## config.mk

```make
export PLATFORM = sky130hd
export DESIGN_NAME = recent_key_filter_fifo_evict
export DESIGN_NICKNAME = d
export VERILOG_FILES = /design/src/hw/rtl/rkf_pkg.sv /design/src/hw/rtl/rkf_cell.sv /design/src/hw/rtl/recent_key_filter_fifo_evict.sv
export SDC_FILE = /design/constraint.sdc
export NUM_CORES = 2
export LEC_CHECK = 0
export BUFFER_PORTS_ARGS = -buffer_cell sky130_fd_sc_hd__buf_4
export CORE_UTILIZATION = 40
export CTS_CLUSTER_DIAMETER = 40
export DETAILED_ROUTE_END_ITERATION = 7
export HOLD_SLACK_MARGIN = 0.02
export SETUP_SLACK_MARGIN = 0.1
export SKIP_LAST_GASP = 1
export SLEW_MARGIN = 10
export SYNTH_ARGS = -nofsm -noshare
export SYNTH_HDL_FRONTEND = slang
export SYNTH_SLANG_ARGS = --single-unit
```

## constraint.sdc

```tcl
create_clock -name clk -period 87.1 [get_ports clk]
set_clock_uncertainty 0.05 [all_clocks]
set_input_delay 8.71 -clock clk [delete_from_list [all_inputs] [get_ports clk]]
set_output_delay 8.71 -clock clk [all_outputs]
set_load 0.02 [all_outputs]
```

## src/hw/rtl/rkf_pkg.sv

```systemverilog
// Shared types and command codes for the recent-key filter.
package rkf_pkg;

    localparam int KEY_W        = 64;
    localparam int FILL_LEVEL_W = 7;

    localparam logic [1:0] CMD_LOOKUP = 2'd0;
    localparam logic [1:0] CMD_INSERT = 2'd1;
    localparam logic [1:0] CMD_CLEAR  = 2'd2;

    typedef struct packed {
        logic [1:0]       cmd;
        logic [KEY_W-1:0] key;
    } req_item_t;

    typedef struct packed {
        logic                    found;
        logic                    evicted;
        logic [KEY_W-1:0]        evicted_key;
        logic [FILL_LEVEL_W-1:0] fill_level;
    } rsp_item_t;

endpackage

```

## src/hw/rtl/rkf_cell.sv

```systemverilog
// One key cell of the shift/rotate chain.
module rkf_cell #(
    parameter int KEY_BITS = 64
) (
    input  logic                clk,
    input  logic                shift,
    input  logic [KEY_BITS-1:0] key_in,
    output logic [KEY_BITS-1:0] key
);

    logic [KEY_BITS-1:0] key_reg;
    logic [KEY_BITS-1:0] key_next;

    // take the left neighbor's key on a shift, hold otherwise
    assign key_next = shift ? key_in : key_reg;

    always_ff @(posedge clk)
    begin
        key_reg <= key_next;
    end

    assign key = key_reg;

endmodule

```

## src/hw/rtl/recent_key_filter_fifo_evict.sv

```systemverilog
// Top level: recent-key filter with FIFO eviction, built on a rotating chain of key cells.
// Lookup/insert: accepted in idle, the chain then rotates once in the scan state and the result
// register loads in the finish state; clear skips the scan. No new item is taken until the last
// one finishes, as the chain rotates past the single comparator at its tail; a waiting result
// holds the finish. Reset (rst_n low, async): control and fill count go to zero; cell keys are
// not cleared, since only cells below the fill count are ever compared.
module recent_key_filter_fifo_evict #(
    parameter int DEPTH    = 64,
    parameter int KEY_BITS = 64
) (
    input  logic               clk,
    input  logic               rst_n,
    input  logic               req_valid,
    output logic               req_stall,
    input  rkf_pkg::req_item_t req,
    output logic               rsp_valid,
    input  logic               rsp_stall,
    output rkf_pkg::rsp_item_t rsp
);

    localparam int FILL_W = $clog2(DEPTH + 1);

    typedef enum logic [1:0] {
        ST_IDLE,
        ST_SCAN,
        ST_FINISH
    } state_t;

    // Cell j holds the j-th newest key; cells at or above the fill count are stale.
    // An insert shifts the new key in at cell 0, so a full chain drops its oldest
    // key out of the tail. A search rotates the whole chain once (tail back to
    // cell 0) and compares the key leaving the tail each cycle.

    state_t               state_reg;
    logic [FILL_W-1:0]    step_reg;
    logic [FILL_W-1:0]    fill_reg;
    logic                 hit_reg;
    logic [1:0]           cmd_reg;
    logic [KEY_BITS-1:0]  qkey_reg;
    logic                 rsp_valid_reg;
    rkf_pkg::rsp_item_t   rsp_reg;

    logic [KEY_BITS-1:0]  cell_key [DEPTH];
    logic [KEY_BITS-1:0]  tail_key;
    logic [KEY_BITS-1:0]  head_key;
    logic                 shift_en;

    logic                 req_xfer;
    logic                 rsp_free;
    logic                 finish_go;
    logic                 do_insert;
    logic                 full;
    logic [FILL_W:0]      scan_sum;
    logic                 slot_live;
    logic                 tail_match;
    logic                 scan_last;
    logic [FILL_W-1:0]    fill_next;
    logic [FILL_W+6:0]    fill_wide;
    rkf_pkg::rsp_item_t   rsp_next;

    // ---------------------------------------------------------------
    // Cell chain
    // ---------------------------------------------------------------
    assign tail_key = cell_key[DEPTH-1];
    // rotate during a scan, otherwise feed the inserted key
    assign head_key = (state_reg == ST_SCAN) ? tail_key : qkey_reg;
    assign shift_en = (state_reg == ST_SCAN) || do_insert;

    genvar gi;
    generate
        for (gi = 0; gi < DEPTH; gi++)
        begin : g_cell
            if (gi == 0)
            begin : g_head
                rkf_cell #(
                    .KEY_BITS(KEY_BITS)
                ) u_cell (
                    .clk    (clk),
                    .shift  (shift_en),
                    .key_in (head_key),
                    .key    (cell_key[gi])
                );
            end
            else
            begin : g_body
                rkf_cell #(
                    .KEY_BITS(KEY_BITS)
                ) u_cell (
                    .clk    (clk),
                    .shift  (shift_en),
                    .key_in (cell_key[gi-1]),
                    .key    (cell_key[gi])
                );
            end
        end
    endgenerate

    // ---------------------------------------------------------------
    // Scan compare: at step t the tail holds original cell DEPTH-1-t,
    // which is live when t + fill >= DEPTH.
    // ---------------------------------------------------------------
    assign scan_sum   = {1'b0, fill_reg} + {1'b0, step_reg};
    assign slot_live  = scan_sum >= (FILL_W + 1)'(DEPTH);
    assign tail_match = slot_live && (tail_key == qkey_reg);
    assign scan_last  = step_reg == FILL_W'(DEPTH - 1);

    // ---------------------------------------------------------------
    // Finish: result goes out, insert shifts in (evicting on full)
    // ---------------------------------------------------------------
    assign req_stall = state_reg != ST_IDLE;
    assign req_xfer  = req_valid && !req_stall;
    assign rsp_free  = !rsp_valid_reg || !rsp_stall;
    assign finish_go = (state_reg == ST_FINISH) && rsp_free;
    assign do_insert = finish_go && (cmd_reg == rkf_pkg::CMD_INSERT) && !hit_reg;
    assign full      = fill_reg == FILL_W'(DEPTH);

    always_comb
    begin
        if (cmd_reg == rkf_pkg::CMD_CLEAR)
        begin
            fill_next = '0;
        end
        else if (do_insert && !full)
        begin
            fill_next = fill_reg + 1'b1;
        end
        else
        begin
            fill_next = fill_reg;
        end
    end

    assign fill_wide = {7'd0, fill_next};

    always_comb
    begin
        rsp_next             = '0;
        rsp_next.found       = (cmd_reg != rkf_pkg::CMD_CLEAR) && hit_reg;
        rsp_next.evicted     = do_insert && full;
        if (do_insert && full)
        begin
            rsp_next.evicted_key[KEY_BITS-1:0] = tail_key;
        end
        rsp_next.fill_level  = fill_wide[6:0];
    end

    // ---------------------------------------------------------------
    // Sequencer
    // ---------------------------------------------------------------
    always_ff @(posedge clk or negedge rst_n)
    begin
        if (!rst_n)
        begin
            state_reg     <= ST_IDLE;
            step_reg      <= '0;
            fill_reg      <= '0;
            hit_reg       <= 1'b0;
            cmd_reg       <= rkf_pkg::CMD_LOOKUP;
            qkey_reg      <= '0;
            rsp_valid_reg <= 1'b0;
            rsp_reg       <= '0;
        end
        else
        begin
            // a finishing item reloads the result register in the same cycle
            if (rsp_valid_reg && !rsp_stall && !finish_go)
            begin
                rsp_valid_reg <= 1'b0;
            end

            case (state_reg)
                ST_IDLE:
                begin
                    if (req_xfer)
                    begin
                        cmd_reg  <= req.cmd;
                        qkey_reg <= req.key[KEY_BITS-1:0];
                        hit_reg  <= 1'b0;
                        step_reg <= '0;
                        // clear needs no scan
                        state_reg <= (req.cmd == rkf_pkg::CMD_CLEAR) ? ST_FINISH : ST_SCAN;
                    end
                end
                ST_SCAN:
                begin
                    if (tail_match)
                    begin
                        hit_reg <= 1'b1;
                    end
                    if (scan_last)
                    begin
                        state_reg <= ST_FINISH;
                    end
                    else
                    begin
                        step_reg <= step_reg + 1'b1;
                    end
                end
                ST_FINISH:
                begin
                    if (finish_go)
                    begin
                        fill_reg      <= fill_next;
                        rsp_reg       <= rsp_next;
                        rsp_valid_reg <= 1'b1;
                        state_reg     <= ST_IDLE;
                    end
                end
                default:
                begin
                    state_reg <= ST_IDLE;
                end
            endcase
        end
    end

    assign rsp_valid = rsp_valid_reg;
    assign rsp       = rsp_reg;

`ifndef ASSERT_OFF
    a_fill_bound: assert property (@(posedge clk) disable iff (!rst_n)
        fill_reg <= FILL_W'(DEPTH))
        else $error("fill count above depth");

    a_evict_not_found: assert property (@(posedge clk) disable iff (!rst_n)
        (rsp_valid && rsp.evicted) |-> !rsp.found)
        else $error("eviction reported on a key that was found");

    a_evict_key_zero: assert property (@(posedge clk) disable iff (!rst_n)
        (rsp_valid && !rsp.evicted) |-> (rsp.evicted_key == '0))
        else $error("evicted key nonzero without eviction");

    a_clear_empties: assert property (@(posedge clk) disable iff (!rst_n)
        (finish_go && cmd_reg == rkf_pkg::CMD_CLEAR) |=> (fill_reg == '0))
        else $error("clear left entries in the store");

    a_scan_ends: assert property (@(posedge clk) disable iff (!rst_n)
        (state_reg == ST_SCAN && scan_last) |=> (state_reg == ST_FINISH))
        else $error("scan did not end after a full rotation");
`endif

endmodule

```

After elaboration in Yosys (flattened, before gate mapping):

Cells that the tools add are included.

* flip-flop bits (word level): 4246
* output and inout port bits: 75

* equality and inequality tests: 14
* $lt $le $gt $ge: 1
* add/subtract/negate cells: 3
* reductions and logical operators: 28
* mux-type cells: 18

Operator list (count)
* two-way mux 64 bit: 2
* equality test 64 bit: 1
* two-way mux 7 bit: 4
* adder 7 x 1 -> 7 bit (second input constant): 2
* one-hot mux 7 bit (2 select lines): 1
* inequality test 2 bit (second input constant): 6
* AND reduction 3 bit: 4
* logical AND 1 bit: 10
* adder 7 x 7 -> 8 bit: 1
* >= comparator 8 x 7 -> 1 bit (second input constant): 1
* two-way mux 2 bit: 4
* equality test 7 x 6 -> 1 bit (second input constant): 1
* equality test 7 bit (second input constant): 1
* equality test 2 bit (second input constant): 3
* zero test 1 bit: 6
* one-hot mux 2 bit (3 select lines): 1
* nonzero test 2 bit: 3
* two-way mux 1 bit: 5
* equality test 2 x 1 -> 1 bit (second input constant): 2
* AND reduction 2 bit: 2
* zero test 2 bit: 1
* logical OR 1 bit: 2
* one-hot mux 1 bit (2 select lines): 1

Longest topological paths before layout:

* depth in word-level cells: 8
* depth in mapped cells: 8
* depth with buffers taken out: 7

Hierarchy:

Synthesis repeated with hierarchy kept, for this count alone.

* cell total of the unflattened synthesis: 4805
* area total of the unflattened synthesis: 130315.0 um2

Modules (own cells, without submodules)
* rkf_cell: area each 1921.8 um2, sequential area each 1921.8 um2, instances 64, cells an instance 64
* recent_key_filter_fifo_evict: area each 7317.0 um2, sequential area each 3753.6 um2, instances 1, cells an instance 709

Worst setup path after synthesis:

No wires, ideal clock.

* kind: in2reg
* start: input port rsp_stall
* end: register g_cell[0].g_head.u_cell.key_reg[0], enable pin
* buffers on the path: 0
* data arrival time: 74.603 ns
* library setup time: 27.390 ns
* required time: 59.660 ns
* cell stages on the path: 3
* path slack: -14.942 ns
* cell sequence: a21oi_4 > nand2_1 > nand2_1

* cells in the longest elaborated chain, start to end: 6

Ends and longest elaborated chain
* from (decl): line recent_key_filter_fifo_evict.sv:17 `input logic rsp_stall,`
* zero test 1 bit: line recent_key_filter_fifo_evict.sv:112 `assign rsp_free = !rsp_valid_reg || !rsp_stall;`
* logical OR 1 bit: line recent_key_filter_fifo_evict.sv:112
* logical AND 1 bit: line recent_key_filter_fifo_evict.sv:113 `assign finish_go = (state_reg == ST_FINISH) && rsp_free;`
* logical AND 1 bit (2 in series): line recent_key_filter_fifo_evict.sv:114 `assign do_insert = finish_go && (cmd_reg == rkf_pkg::CMD_INSERT) && !hit_reg;`
* logical OR 1 bit: line recent_key_filter_fifo_evict.sv:67 `assign shift_en = (state_reg == ST_SCAN) || do_insert;`
* via g_cell[0].g_head.u_cell.shift: line rkf_cell.sv:6 `input logic shift,`
* to (signal assigned): line rkf_cell.sv:19 `key_reg <= key_next;`
* to (decl): line rkf_cell.sv:11 `logic [KEY_BITS-1:0] key_reg;`

The timed path passes the listed nets, and every way through them passes these cells.
A chain may end at the register's enable or synchronous reset.

Worst setup path in the final report:

* start: input port rsp_stall
* end: register g_cell[55].g_body.u_cell.key_reg[35], enable pin

* cells in the longest elaborated chain, start to end: 6

Ends and longest elaborated chain (line)
* zero test 1 bit: recent_key_filter_fifo_evict.sv:112
* logical OR 1 bit: recent_key_filter_fifo_evict.sv:112
* logical AND 1 bit: recent_key_filter_fifo_evict.sv:113
* logical AND 1 bit (2 in series): recent_key_filter_fifo_evict.sv:114
* logical OR 1 bit: recent_key_filter_fifo_evict.sv:67
* via g_cell[0].g_head.u_cell.shift: rkf_cell.sv:6
* to (signal assigned): rkf_cell.sv:19
* to (decl): rkf_cell.sv:11

The timed path passes the listed nets, and every way through them passes these cells.

==> impl_results.md <==
- Drc violations: 10
- Crit share post-route: 0.165
- Fmax: a little under 70 MHz
- Hold Crit Class: reg -> reg
- Cells along the critical path: buf_4 > a21oi_4 > nand2_1 > nand2_8 > buf_4 > buf_12 > buf_4 > buf_4 > buf_4
- # Post-CTS Setup Buffers: 0
- Routed wire length per instance: about 18 um
- Xor/xnor cell area share of the yosys netlist: 0.00369
- Sequential element share of the synthesized area: 0.972
- Clk sinks: ~4200
- CP dominant cell by count: buf_4
- First drt pass iteration count: 8
- Adder-cell share of the synthesized area: 0.00111
- Die Area: 328000 um^2
- Final setup vio count: 0
- Area contributors post-synth: edfxtp_1, dfrtp_1, nand2_1
- Layout Nets: ~5600
- Total CTS buffers: 436
- Asr flop ratio synth: 0.0353
- Actual slew at the worst max-slew pin: roughly 1.3 ns
- Commonest non-fill, non-tap cell in the layout: edfxtp_1
- Final cell count without fillers: about 10000
- Post-synth cell types: 51
- Overall Global Routing Usage: 0.110
- Total negative slack: 0 ns
- CTS H-tree depth: 5
- Largest family of logic cells by synthesized area: simple AND/OR/NAND/NOR gates
- Fill cells: 26000
- Clk root buf: clkbuf_16
- Post-synthesis mux area share: 0.0000864
- Total gr overflow: 0
- Pwr Total: roughly 6.4 mW
- RSZ-0062 raised after global routing: false
- Largest fanout on the critical path: just under 200
- Data arrival time at the worst-slack endpoint: around 15 ns
- # placed instances: between 9000 and 10000
- Initial Util: 0.402
- Startpoint types: input port
- Number of flip-flops in the largest register: just over 4000
- Setup CP Type: in -> reg
- Status: finished with violations
- CP Capture Type: flop
- Pwr dens: ~43 nW/um^2
- Post-synth top flop: edfxtp_1
- Final hold violations: 0
- Initial antenna violation count: 7
- CTS tree: yes
- Antenna-violating nets left: 0
- Syn Inst Count: between 4000 and 5000
- Layout cells sized above 1: 0.151
- Core area: about 320000 um^2
- Die X: about 570 um
- Slew headroom: 0.107
- Post-synth EDFFs: just over 4000
- Min Tclk post-route: approximately 14 ns
- Crit-path max cell delay: 1.00 ns
- Synth Area per Inst: approximately 26 um^2
- Post-CTS Hold Buffers: 0
- Layout Area Growth over Synthesis: 16.3%
- Port Buffers: approximately 140
- Initial DRC count: 4093
- Syn Std Cell Area: between 100000 and 150000 um^2
- Largest net degree at the start of global routing: 231
- Slowest-stage cell, CP: buf_4
- Critical Path RT: 87.58 ns
- Leakage Power: a little over 50 nW
- Hold Slack: 0.311 ns
- FP Rows: roughly 210
- Buf/Inv on CP: 6
- First-pass GRT wire length: 281 mm
- Post-synthesis simple-gate area fraction: 0.0132
- Synth Area in Compound Gates: 0.00777
- Post-cts repair resize count: 0
- DP Wirelength: roughly 93 mm
- Synth warnings: 0
- Max Root-Sink Buffers: 4
- Clk slew on worst S/H paths: 0.06 ns
- Most frequent cells in the layout: edfxtp_1, clkbuf_16, nand2_1
- Failing checks: design-rule violations
- RePlAce Congestion: 0.780
- Clk Latency, worst-skew pair: 0.95 ns
- Yosys reg bits: ~4200
- Via count: ~46000
- Crit path max-delay family: buffers and inverters
- Vias per Instance: between 4 and 5
- IO Count: 145
- Synth Net Count: 5009
- Max Cap Viol: 0
- Die height: ~570 um
- Slew Limit Fails: 0
- Yosys top cell area share: 0.943
- Area leader, netlist: edfxtp_1
- Worst vdd ir: 38.8 uV
- Number of global-route vias before repair: approximately 45000
- WL final: between 150 and 200 mm
==> worst reg2reg max path, stage by stage (launching register included) <==
cell	delay [ns]
dfrtp_1	0.44
nand2b_2	0.25
a21oi_4	0.22
nand2_1	0.28
nand2_8	0.69
buf_4	0.91
buf_12	0.72
buf_4	1.11
buf_4	0.95
buf_4	1.05
==> cell families after synthesis <==
group,after synthesis
flops,4246
simple gates,419
compound gates,132
buf+inv,64
xor+xnor,55
fa+ha+maj,11
mux,1
==> power by group <==
group	leakage, nW	internal, mW	switching, mW
logic	2.83	0.0639	0.524
clock network	6.90	1.05	0.774
registers	41.0	3.73	0.308
total	50.7	4.84	1.61
==> Yosys cell counts, types with 9 or more instances <==
master,number
nor2_1,13
ha_1,10
nand4_1,15
nand2_1,352
clkbuf_1,28
xor2_1,10
inv_1,19
a22o_1,66
xnor2_1,45
dfrtp_1,150
edfxtp_1,4096
o21ai_0,31
nand3_1,9
==> layer usage <==
| layer | vias to the layer above | global-route usage | share of wire |
|---|---|---|---|
| li1 | 20900 | - | - |
| met1 | 23600 | 0.160 | 0.46 |
| met4 | 0 | 0.0483 | 0.040 |
| met5 | - | 0 | 0 |
| met2 | 761 | 0.164 | 0.46 |
| met3 | 390 | 0.0208 | 0.038 |
==> through the flow <==
stage	setup slack, ns	util	instance area, um^2
after floorplan	27.01	-	130000
after global placement	72.02	0.423	137000
after detailed placement	71.74	0.423	137000
after CTS	72.85	0.468	152000
after global routing	72.31	0.468	152000
final	72.74	0.468	152000
==> worst paths after layout <==
kind / cells after the start / slack [ns] / end / from
hold / removal: 0 / 0.31 / g_cell[20].g_body.u_cell.key[16] / g_cell[19].g_body.u_cell.key[16]
setup reg to reg: 9 / 79.94 / g_cell[55].g_body.u_cell.key[35] / state_reg[0]
max in group asynchronous: 2 / 77.69 / rsp[50] / rst_n
hold reg to reg: 0 / 0.31 / g_cell[20].g_body.u_cell.key[16] / g_cell[19].g_body.u_cell.key[16]
min in group asynchronous: 1 / 7.87 / fill_reg[6] / rst_n
setup / recovery: 9 / 72.74 / g_cell[55].g_body.u_cell.key[35] / rsp_stall
==> area by class of cell <==
cell class / count / area [um^2] / share of cell area
Antenna cell: 2 / 5.00 / 0.0000330
Clock buffer: 518 / 11400 / 0.0751
Clock inverter: 293 / 2970 / 0.0196
Inverter: 19 / 71.3 / 0.000470
Multi-Input combinational cell: 618 / 3440 / 0.0227
Sequential cell: 4246 / 127000 / 0.836
Tap cell: 4325 / 5410 / 0.0357
Timing Repair Buffer: 206 / 1630 / 0.0107
No activity file was read; power rests on OpenSTA's default activity.
